**config.mk**
```make
export PLATFORM = sky130hd
export DESIGN_NAME = four_level_ask_demodulator_flat
export DESIGN_NICKNAME = d
export VERILOG_FILES = /design/src/rtl/fla_pkg.sv /design/src/rtl/fla_if.sv /design/src/rtl/four_level_ask_demodulator.sv /design/src/rtl/fla_csr.sv /design/src/rtl/fla_front.sv /design/src/rtl/fla_queue.sv /design/src/rtl/fla_back.sv /design/src/flat_wrapper.sv
export SDC_FILE = /design/constraint.sdc
export NUM_CORES = 1
export LEC_CHECK = 0
export BUFFER_PORTS_ARGS = -buffer_cell sky130_fd_sc_hd__buf_4
export CORE_ASPECT_RATIO = 0.6
export CORE_UTILIZATION = 55
export CTS_CLUSTER_SIZE = 16
export DETAILED_ROUTE_END_ITERATION = 10
export GPL_TIMING_DRIVEN = 0
export PLACE_DENSITY = 0.86
export SYNTH_ARGS = -nofsm -noshare
export SYNTH_HDL_FRONTEND = slang
export SYNTH_SLANG_ARGS = --single-unit
```
**constraint.sdc**
```tcl
create_clock -name clock -period 11.8 [get_ports clock]
set_clock_uncertainty 0.15 [all_clocks]
set_input_delay 2.36 -clock clock [delete_from_list [all_inputs] [get_ports clock]]
set_output_delay 2.36 -clock clock [all_outputs]
set_load 0.01 [all_outputs]
```
**src/rtl/fla_pkg.sv**
```systemverilog
`timescale 1ns / 1ps
`default_nettype none
package fla_pkg;

   localparam int MaxSymbolSamples = 65536;

   localparam int CountW  = $clog2(2 * MaxSymbolSamples);
   localparam int IndexW  = $clog2(8 * MaxSymbolSamples);
   localparam int SampleW = 32;
   localparam int PeakW   = 31;
   localparam int SymW    = 2;
   localparam int AddrW   = 4;
   localparam int DataW   = 32;

   localparam logic [CountW-1:0] CountMax = CountW'(2 * MaxSymbolSamples - 1);
   localparam logic [IndexW-1:0] IndexMax = IndexW'(8 * MaxSymbolSamples - 1);

   typedef struct packed {
      logic [PeakW-1:0] band1_low;
      logic [PeakW-1:0] band1_high;
      logic [PeakW-1:0] band2_low;
      logic [PeakW-1:0] band2_high;
   } bands_type;

   typedef struct packed {
      logic             valid;
      logic [PeakW-1:0] peak;
   } win_type;

endpackage
`default_nettype wire

```
**src/rtl/fla_if.sv**
```systemverilog
`timescale 1ns / 1ps
`default_nettype none
interface fla_req_if;
   import fla_pkg::*;
   logic               valid;
   logic               ready;
   logic               restart;
   logic [SampleW-1:0] sample;
   modport source (output valid, output restart, output sample, input ready);
   modport sink (input valid, input restart, input sample, output ready);
endinterface

interface fla_rsp_if;
   import fla_pkg::*;
   logic             valid;
   logic             ready;
   logic [SymW-1:0]  symbol;
   logic [PeakW-1:0] peak;
   modport source (output valid, output symbol, output peak, input ready);
   modport sink (input valid, input symbol, input peak, output ready);
endinterface
`default_nettype wire

```
**src/rtl/four_level_ask_demodulator.sv**
```systemverilog
// four-level ask demodulator with peak detection
// req_ch carries one item per sample: restart flag and a signed 32-bit sample.
// rsp_ch carries one item per finished symbol window: symbol and window peak.
// the csr port (apb style, always ready) holds the two inclusive peak bands;
// write it only while no item is in flight.
// the front takes one sample per cycle unless the queue is full, measures the
// preamble, skips the first four symbol lengths and tracks the window peak; a
// finished window goes into a two-entry queue, and the back decodes it into a
// registered result.
// throughput: one sample per cycle, as the front updates its state for each sample;
// req ready drops only while the queue is full.
// reset clears all tracking state and loads the default bands; restart on an
// item clears the tracking state only. when the receiver stalls, the result
// holds, the queue fills, and then the input is stalled.
`timescale 1ns / 1ps
`default_nettype none
module four_level_ask_demodulator (
   input  wire logic                      clock,
   input  wire logic                      reset,
   fla_req_if.sink                        req_ch,
   fla_rsp_if.source                      rsp_ch,
   input  wire logic                      psel,
   input  wire logic                      penable,
   input  wire logic                      pwrite,
   input  wire logic [fla_pkg::AddrW-1:0] paddr,
   input  wire logic [fla_pkg::DataW-1:0] pwdata,
   output      logic [fla_pkg::DataW-1:0] prdata,
   output      logic                      pready
);
   import fla_pkg::*;

   bands_type bands;
   win_type   push;
   win_type   head;
   logic      queue_full;
   logic      pop;

   fla_csr u_csr (
      .clock   (clock),
      .reset   (reset),
      .psel    (psel),
      .penable (penable),
      .pwrite  (pwrite),
      .paddr   (paddr),
      .pwdata  (pwdata),
      .prdata  (prdata),
      .pready  (pready),
      .bands   (bands)
   );

   fla_front u_front (
      .clock      (clock),
      .reset      (reset),
      .req        (req_ch),
      .queue_full (queue_full),
      .push       (push)
   );

   fla_queue u_queue (
      .clock (clock),
      .reset (reset),
      .push  (push),
      .pop   (pop),
      .head  (head),
      .full  (queue_full)
   );

   fla_back u_back (
      .clock (clock),
      .reset (reset),
      .head  (head),
      .bands (bands),
      .pop   (pop),
      .rsp   (rsp_ch)
   );

endmodule
`default_nettype wire

```
**src/rtl/fla_csr.sv**
```systemverilog
`timescale 1ns / 1ps
`default_nettype none
module fla_csr (
   input  wire logic                    clock,
   input  wire logic                    reset,
   input  wire logic                    psel,
   input  wire logic                    penable,
   input  wire logic                    pwrite,
   input  wire logic [fla_pkg::AddrW-1:0] paddr,
   input  wire logic [fla_pkg::DataW-1:0] pwdata,
   output      logic [fla_pkg::DataW-1:0] prdata,
   output      logic                    pready,
   output      fla_pkg::bands_type      bands
);
   import fla_pkg::*;

   localparam logic [1:0] RegBand1Low  = 2'd0;
   localparam logic [1:0] RegBand1High = 2'd1;
   localparam logic [1:0] RegBand2Low  = 2'd2;
   localparam logic [1:0] RegBand2High = 2'd3;

   bands_type   bands_ff, bands_in;
   logic        wr_en;
   logic [1:0]  reg_sel;

   assign pready  = 1'b1;
   assign wr_en   = psel & penable & pwrite;
   assign reg_sel = paddr[3:2];

   always_comb begin
      bands_in = bands_ff;
      if (wr_en) begin
         case (reg_sel)
            RegBand1Low:  bands_in.band1_low  = pwdata[PeakW-1:0];
            RegBand1High: bands_in.band1_high = pwdata[PeakW-1:0];
            RegBand2Low:  bands_in.band2_low  = pwdata[PeakW-1:0];
            RegBand2High: bands_in.band2_high = pwdata[PeakW-1:0];
            default:      bands_in = bands_ff;
         endcase
      end
   end

   always_comb begin
      case (reg_sel)
         RegBand1Low:  prdata = {1'b0, bands_ff.band1_low};
         RegBand1High: prdata = {1'b0, bands_ff.band1_high};
         RegBand2Low:  prdata = {1'b0, bands_ff.band2_low};
         RegBand2High: prdata = {1'b0, bands_ff.band2_high};
         default:      prdata = '0;
      endcase
   end

   always_ff @(posedge clock) begin
      if (reset) begin
         bands_ff.band1_low  <= PeakW'(703133123);
         bands_ff.band1_high <= PeakW'(717337831);
         bands_ff.band2_low  <= PeakW'(1406266245);
         bands_ff.band2_high <= PeakW'(1434675663);
      end else begin
         bands_ff <= bands_in;
      end
   end

   assign bands = bands_ff;

endmodule
`default_nettype wire

```
**src/rtl/fla_front.sv**
```systemverilog
`timescale 1ns / 1ps
`default_nettype none
module fla_front (
   input  wire logic clock,
   input  wire logic reset,
   fla_req_if.sink   req,
   input  wire logic queue_full,
   output fla_pkg::win_type push
);
   import fla_pkg::*;

   localparam logic [1:0] PhZeros  = 2'd0;
   localparam logic [1:0] PhBurst  = 2'd1;
   localparam logic [1:0] PhDecode = 2'd2;

   logic [1:0]        phase_ff, phase_in;
   logic [CountW-1:0] zero_run_ff, zero_run_in;
   logic [CountW-1:0] burst_ff, burst_in;
   logic              zero_pend_ff, zero_pend_in;
   logic [CountW-1:0] sym_len_ff, sym_len_in;
   logic [IndexW-1:0] index_ff, index_in;
   logic [CountW-1:0] win_cnt_ff, win_cnt_in;
   logic [PeakW-1:0]  win_peak_ff, win_peak_in;

   logic [1:0]        ph;
   logic [CountW-1:0] zr, bc, sl, wc, wc_next;
   logic              zp;
   logic [IndexW-1:0] idx, skip_pt;
   logic [PeakW-1:0]  wp, peak_next;
   logic [CountW:0]   burst_sum, len_sum;
   logic              accept, is_zero, done;

   assign req.ready = ~queue_full;
   assign accept    = req.valid & ~queue_full;
   assign is_zero   = (req.sample == '0);

   always_comb begin
      ph  = req.restart ? PhZeros : phase_ff;
      zr  = req.restart ? '0 : zero_run_ff;
      bc  = req.restart ? '0 : burst_ff;
      zp  = req.restart ? 1'b0 : zero_pend_ff;
      sl  = req.restart ? '0 : sym_len_ff;
      idx = req.restart ? '0 : index_ff;
      wc  = req.restart ? '0 : win_cnt_ff;
      wp  = req.restart ? '0 : win_peak_ff;

      burst_sum = {1'b0, bc} + (zp ? (CountW+1)'(2) : (CountW+1)'(1));
      len_sum   = {1'b0, zr} + {1'b0, bc};
      skip_pt   = IndexW'({sl, 2'b00});
      peak_next = (~req.sample[SampleW-1] && req.sample[PeakW-1:0] > wp)
                  ? req.sample[PeakW-1:0] : wp;
      wc_next   = wc + 1'b1;
      done      = 1'b0;

      phase_in     = ph;
      zero_run_in  = zr;
      burst_in     = bc;
      zero_pend_in = zp;
      sym_len_in   = sl;
      index_in     = (idx == IndexMax) ? idx : idx + 1'b1;
      win_cnt_in   = wc;
      win_peak_in  = wp;

      case (ph)
         PhZeros: begin
            if (is_zero) begin
               zero_run_in = (zr == CountMax) ? zr : zr + 1'b1;
            end else begin
               burst_in = (bc == CountMax) ? bc : bc + 1'b1;
               phase_in = PhBurst;
            end
         end
         PhBurst: begin
            if (is_zero) begin
               if (zp) begin
                  zero_pend_in = 1'b0;
                  sym_len_in   = len_sum[CountW:1];
                  win_cnt_in   = '0;
                  win_peak_in  = '0;
                  phase_in     = PhDecode;
               end else begin
                  zero_pend_in = 1'b1;
               end
            end else begin
               burst_in     = (burst_sum > {1'b0, CountMax}) ? CountMax
                                                             : burst_sum[CountW-1:0];
               zero_pend_in = 1'b0;
            end
         end
         PhDecode: begin
            if (sl != '0 && idx >= skip_pt) begin
               if (wc_next >= sl) begin
                  done        = 1'b1;
                  win_cnt_in  = '0;
                  win_peak_in = '0;
               end else begin
                  win_cnt_in  = wc_next;
                  win_peak_in = peak_next;
               end
            end
         end
         default: phase_in = ph;
      endcase
   end

   assign push.valid = accept & done;
   assign push.peak  = peak_next;

   always_ff @(posedge clock) begin
      if (reset) begin
         phase_ff     <= PhZeros;
         zero_run_ff  <= '0;
         burst_ff     <= '0;
         zero_pend_ff <= 1'b0;
         sym_len_ff   <= '0;
         index_ff     <= '0;
         win_cnt_ff   <= '0;
         win_peak_ff  <= '0;
      end else if (accept) begin
         phase_ff     <= phase_in;
         zero_run_ff  <= zero_run_in;
         burst_ff     <= burst_in;
         zero_pend_ff <= zero_pend_in;
         sym_len_ff   <= sym_len_in;
         index_ff     <= index_in;
         win_cnt_ff   <= win_cnt_in;
         win_peak_ff  <= win_peak_in;
      end
   end

endmodule
`default_nettype wire

```
**src/rtl/fla_queue.sv**
```systemverilog
`timescale 1ns / 1ps
`default_nettype none
module fla_queue (
   input  wire logic             clock,
   input  wire logic             reset,
   input  wire fla_pkg::win_type push,
   input  wire logic             pop,
   output fla_pkg::win_type      head,
   output      logic             full
);
   import fla_pkg::*;

   logic [PeakW-1:0] entry_ff [2];
   logic             wr_ptr_ff, wr_ptr_in;
   logic             rd_ptr_ff, rd_ptr_in;
   logic [1:0]       count_ff, count_in;
   logic             do_pop;

   assign full       = (count_ff == 2'd2);
   assign head.valid = (count_ff != 2'd0);
   assign head.peak  = entry_ff[rd_ptr_ff];
   assign do_pop     = pop & head.valid;

   always_comb begin
      wr_ptr_in = push.valid ? ~wr_ptr_ff : wr_ptr_ff;
      rd_ptr_in = do_pop ? ~rd_ptr_ff : rd_ptr_ff;
      count_in  = count_ff + {1'b0, push.valid} - {1'b0, do_pop};
   end

   always_ff @(posedge clock) begin
      if (push.valid) begin
         entry_ff[wr_ptr_ff] <= push.peak;
      end
   end

   always_ff @(posedge clock) begin
      if (reset) begin
         wr_ptr_ff <= 1'b0;
         rd_ptr_ff <= 1'b0;
         count_ff  <= '0;
      end else begin
         wr_ptr_ff <= wr_ptr_in;
         rd_ptr_ff <= rd_ptr_in;
         count_ff  <= count_in;
      end
   end

endmodule
`default_nettype wire

```
**src/rtl/fla_back.sv**
```systemverilog
`timescale 1ns / 1ps
`default_nettype none
module fla_back (
   input  wire logic               clock,
   input  wire logic               reset,
   input  wire fla_pkg::win_type   head,
   input  wire fla_pkg::bands_type bands,
   output      logic               pop,
   fla_rsp_if.source               rsp
);
   import fla_pkg::*;

   localparam logic [SymW-1:0] SymNone  = 2'd0;
   localparam logic [SymW-1:0] SymBand1 = 2'd1;
   localparam logic [SymW-1:0] SymBand2 = 2'd2;
   localparam logic [SymW-1:0] SymOther = 2'd3;

   logic             valid_ff, valid_in;
   logic [SymW-1:0]  symbol_ff, symbol_in;
   logic [PeakW-1:0] peak_ff;

   assign pop = head.valid & (~valid_ff | rsp.ready);

   always_comb begin
      if (head.peak == '0) begin
         symbol_in = SymNone;
      end else if (head.peak >= bands.band1_low && head.peak <= bands.band1_high) begin
         symbol_in = SymBand1;
      end else if (head.peak >= bands.band2_low && head.peak <= bands.band2_high) begin
         symbol_in = SymBand2;
      end else begin
         symbol_in = SymOther;
      end
      valid_in = pop | (valid_ff & ~rsp.ready);
   end

   always_ff @(posedge clock) begin
      if (pop) begin
         symbol_ff <= symbol_in;
         peak_ff   <= head.peak;
      end
   end

   always_ff @(posedge clock) begin
      if (reset) begin
         valid_ff <= 1'b0;
      end else begin
         valid_ff <= valid_in;
      end
   end

   assign rsp.valid  = valid_ff;
   assign rsp.symbol = symbol_ff;
   assign rsp.peak   = peak_ff;

endmodule
`default_nettype wire

```
**src/flat_wrapper.sv**
```systemverilog
// flat-port wrapper written by rule: the top's interface ports become plain ports
module four_level_ask_demodulator_flat import fla_pkg::*;
  (clock, reset, psel, penable, pwrite, paddr, pwdata, prdata, pready, req_ch_valid, req_ch_restart, req_ch_sample, req_ch_ready, rsp_ch_valid, rsp_ch_symbol, rsp_ch_peak, rsp_ch_ready);
  fla_req_if req_ch_i ();
  fla_rsp_if rsp_ch_i ();
  input  wire logic clock;
  input  wire logic reset;
  input  wire logic psel;
  input  wire logic penable;
  input  wire logic pwrite;
  input  wire logic [fla_pkg::AddrW-1:0] paddr;
  input  wire logic [fla_pkg::DataW-1:0] pwdata;
  output      logic [fla_pkg::DataW-1:0] prdata;
  output      logic pready;
  input wire logic [$bits(req_ch_i.valid)-1:0] req_ch_valid;
  input wire logic [$bits(req_ch_i.restart)-1:0] req_ch_restart;
  input wire logic [$bits(req_ch_i.sample)-1:0] req_ch_sample;
  output wire logic [$bits(req_ch_i.ready)-1:0] req_ch_ready;
  output wire logic [$bits(rsp_ch_i.valid)-1:0] rsp_ch_valid;
  output wire logic [$bits(rsp_ch_i.symbol)-1:0] rsp_ch_symbol;
  output wire logic [$bits(rsp_ch_i.peak)-1:0] rsp_ch_peak;
  input wire logic [$bits(rsp_ch_i.ready)-1:0] rsp_ch_ready;
  assign req_ch_i.valid = req_ch_valid;
  assign req_ch_i.restart = req_ch_restart;
  assign req_ch_i.sample = req_ch_sample;
  assign req_ch_ready = req_ch_i.ready;
  assign rsp_ch_valid = rsp_ch_i.valid;
  assign rsp_ch_symbol = rsp_ch_i.symbol;
  assign rsp_ch_peak = rsp_ch_i.peak;
  assign rsp_ch_i.ready = rsp_ch_ready;
  four_level_ask_demodulator u_core (.clock(clock), .reset(reset), .req_ch(req_ch_i), .rsp_ch(rsp_ch_i), .psel(psel), .penable(penable), .pwrite(pwrite), .paddr(paddr), .pwdata(pwdata), .prdata(prdata), .pready(pready));
endmodule
```
==> impl_metrics.tcl <==
set metrics [dict create \
    ir_drop_mv 0.120 \
    synth_area_leader_cell "dfxtp_1" \
    use_met3 0.193 \
    finalHoldViolCount 0 \
    max_cap_viol_count 0 \
    cp-end-kind "flip-flop" \
    yosysWarnings 0 \
    synth_area_um2 21200 \
    dr_total_vias 20400 \
    final_util 0.639 \
    drive_above_1_share 0.111 \
    start_kind "input pin" \
    synth-edff-count 95 \
    synth-seq-cells 346 \
    cts_tree "done" \
    crit_arrival_ns 10.63 \
    grt_max_degree 32 \
    io_buffers 136 \
    finalMaxSlewViolations 0 \
    cts_buffers 36 \
    syn_nets 2675 \
    async_flop_share 0 \
    viasPerCell 6.57 \
    dp_hpwl_um 63000 \
    slew_headroom 0.0372 \
    rows 55 \
    grt.busiest_layer "met1" \
    grt_setup_unrepaired "false" \
    yosys-top-cells-area "dfxtp_1, edfxtp_1, ha_1" \
    met1_usage 0.625 \
    gr-total-overflow 0 \
    grt_use_met2 0.508 \
    ant_nets 0 \
    critical_path_class "in2reg" \
    cts-root-buf "clkbuf_16" \
    powerDensity_nw_per_um2 114 \
    die_w_um 255 \
    grt_pass1_wl_um 119000 \
    tightest_slew_ns 1.44 \
    finalSetupViolCount 0 \
    clkTransAtPathRegs_ns 0.06 \
    area_delta_synth_final_pct 14.2 \
    coreArea_um2 37800 \
    grt_pass1_vias 18800 \
    ys.flop_type "dfxtp_1" \
    dr.pass1.iters 6 \
    fmax_mhz 96.2 \
    clockBufferDepth 3 \
    fin_setup_tns_ns 0 \
    synth_cell_type_count 77 \
    antenna_found_initial 4 \
    synth_commonest_cells "nand2_1, dfxtp_1, ha_1" \
    avgSynthCellArea_um2 8.89 \
    wire_per_inst_um 26.4 \
    post_cts_buffers 0 \
    worst_hold_path_type "reg2reg" \
    synth_top_area_frac 0.237 \
    num-fill-cells 3132 \
    syn_inst 2380 \
    drc_errors 0 \
    io_pins 144 \
    h-tree-depth 2 \
    nets 2850 \
    drt_iter0_markers 3163 \
    start_util 0.560 \
    die_area_um2 39300 \
    worstPathMaxFanout 10 \
    ctsResizeCount 0 \
    post-synth-top-count-cell "nand2_1" \
    worstPathRequired_ns 12.04 \
    gp_congestion 1.05 \
    die_h_um 154 \
    period_needed_ns 10.39 \
    clk_latency_ns 0.56 \
    fin_crit_sh 0.881 \
    cts_hold_buf 0 \
    status "finished clean" \
    grtUsageTotal 0.412 \
    leakagePower_nw 9.49 \
    wirelength_um 81900 \
    synth-seq-area-share 0.372 \
    clock_sinks 346 \
]
[logic make-up (layout without fill, tap and decap cells)]
kind of cell / after synthesis / count (layout) / share of synthesized area
AO/OA/AOI/OAI: 512 / 512 / 0.161
XOR/XNOR: 58 / 58 / 0.0240
other: 2 / 4 / 0.000355
buffers and inverters: 295 / 498 / 0.0548
AND/OR/NAND/NOR: 848 / 848 / 0.189
multiplexers: 100 / 100 / 0.0676
adder cells (fa/ha/maj): 219 / 219 / 0.130
flip-flops: 346 / 346 / 0.372
[flip-flops by register name, summed over array words and instances, names as in the netlist, named ones only]
| register | flops |
|---|---|
| u_core.u_front.zero_pend_ff | 1 |
| u_core.u_queue.count_ff | 2 |
| u_core.u_queue.rd_ptr_ff | 1 |
| u_core.u_csr.bands | 124 |
| u_core.u_front.burst_ff | 17 |
| u_core.u_front.sym_len_ff | 17 |
| u_core.u_back.rsp.valid | 1 |
| u_core.u_front.index_ff | 19 |
| u_core.u_front.win_cnt_ff | 17 |
| u_core.u_back.rsp.peak | 31 |
| u_core.u_front.phase_ff | 2 |
| u_core.u_back.rsp.symbol | 2 |
| u_core.u_queue.entry_ff | 62 |
| u_core.u_queue.wr_ptr_ff | 1 |
| u_core.u_front.zero_run_ff | 17 |
| u_core.u_front.win_peak_ff | 31 |
[path summary, 6_finish.rpt]
check	start	end	slack, ns	cells after the start
max	req_ch_restart	u_core.u_queue.count_ff[1]$_SDFF_PP0_	1.41	23
min	u_core.u_front.zero_run_ff[16]$_SDFFE_PP0P_	u_core.u_front.zero_run_ff[16]$_SDFFE_PP0P_	0.31	2
max reg2reg	flip-flop	u_core.u_back.rsp.symbol[1]$_SDFFCE_PP0P_	5.98	14
min reg2reg	u_core.u_front.zero_run_ff[16]$_SDFFE_PP0P_	u_core.u_front.zero_run_ff[16]$_SDFFE_PP0P_	0.31	2
[per-layer routing]
layer | routed length [um] | part of all wire
met1 | 35700 | 0.44
met2 | 29500 | 0.36
met3 | 14700 | 0.18
met4 | 2000 | 0.024
met5 | 19 | 0.00023
[power breakdown]
group / internal [W] / total [W] / switching [W] / leakage, nW
sequential: 0.00123 / 0.00124 / 0.00000875 / 2.72
combinational: 0.0000822 / 0.000242 / 0.000160 / 6.14
clock: 0.000762 / 0.00128 / 0.000519 / 0.632
[cell type report]
type                       count  area [um^2]  share of cell area
antenna                        2         5.00            0.000207
multi-input combinational   1739        12100               0.503
inverter                     176          661              0.0273
clock inverter                19          274              0.0113
tap                          513          642              0.0266
buffer                       119          499              0.0207
timing repair buffer         137         1040              0.0431
sequential                   346         7880               0.326
clock buffer                  47         1010              0.0420
[critical path, stage by stage]
cell       delay, ns
buf_4           0.16
buf_2           0.34
buf_2           0.44
buf_1           0.75
buf_1           0.91
clkbuf_1        0.69
buf_1           0.89
clkbuf_1        0.41
nor2b_1         0.23
ha_1            0.34
a21oi_1         0.18
nor2b_1         0.10
a2111oi_0       0.53
o31ai_1         0.30
nand2_1         0.21
clkbuf_1        0.39
a211o_1         0.48
ha_1            0.32
inv_1           0.05
ha_1            0.15
xor2_1          0.18
xnor2_1         0.14
nor2_1          0.05
[cell usage in the layout (no fill, tap or decap), types with 18 or more instances in the layout]
master,n
a31oi_1,18
nand3_1,52
mux2_2,34
xnor2_1,35
nand2b_1,19
dfxtp_1,251
o211ai_1,71
nor2b_1,63
inv_1,175
clkbuf_1,85
ha_1,217
nand4_1,43
nor4_1,33
buf_4,139
and3_1,18
a22o_1,48
clkbuf_16,38
o21ai_0,79
xor2_1,23
a21o_1,37
mux2i_1,35
edfxtp_1,95
a21oi_1,152
mux4_2,31
nand2_1,379
nor2_1,129
nor3_1,38
buf_1,24
[metrics by stage]
step                hold WS, ns  cell area (um^2)  setup WS (ns)  std cells  power (W)
finish                    0.314             24200           1.41       3098    0.00276
floorplan                 0.282             21200           3.87       2380    0.00138
global route              0.332             24200           1.45       3098    0.00281
global placement          0.294             22800          0.600       3029    0.00149
detailed placement        0.302             22900           1.54       3030    0.00149
CTS                       0.311             24100           2.06       3096    0.00274
No activity file was read; power rests on OpenSTA's default activity.
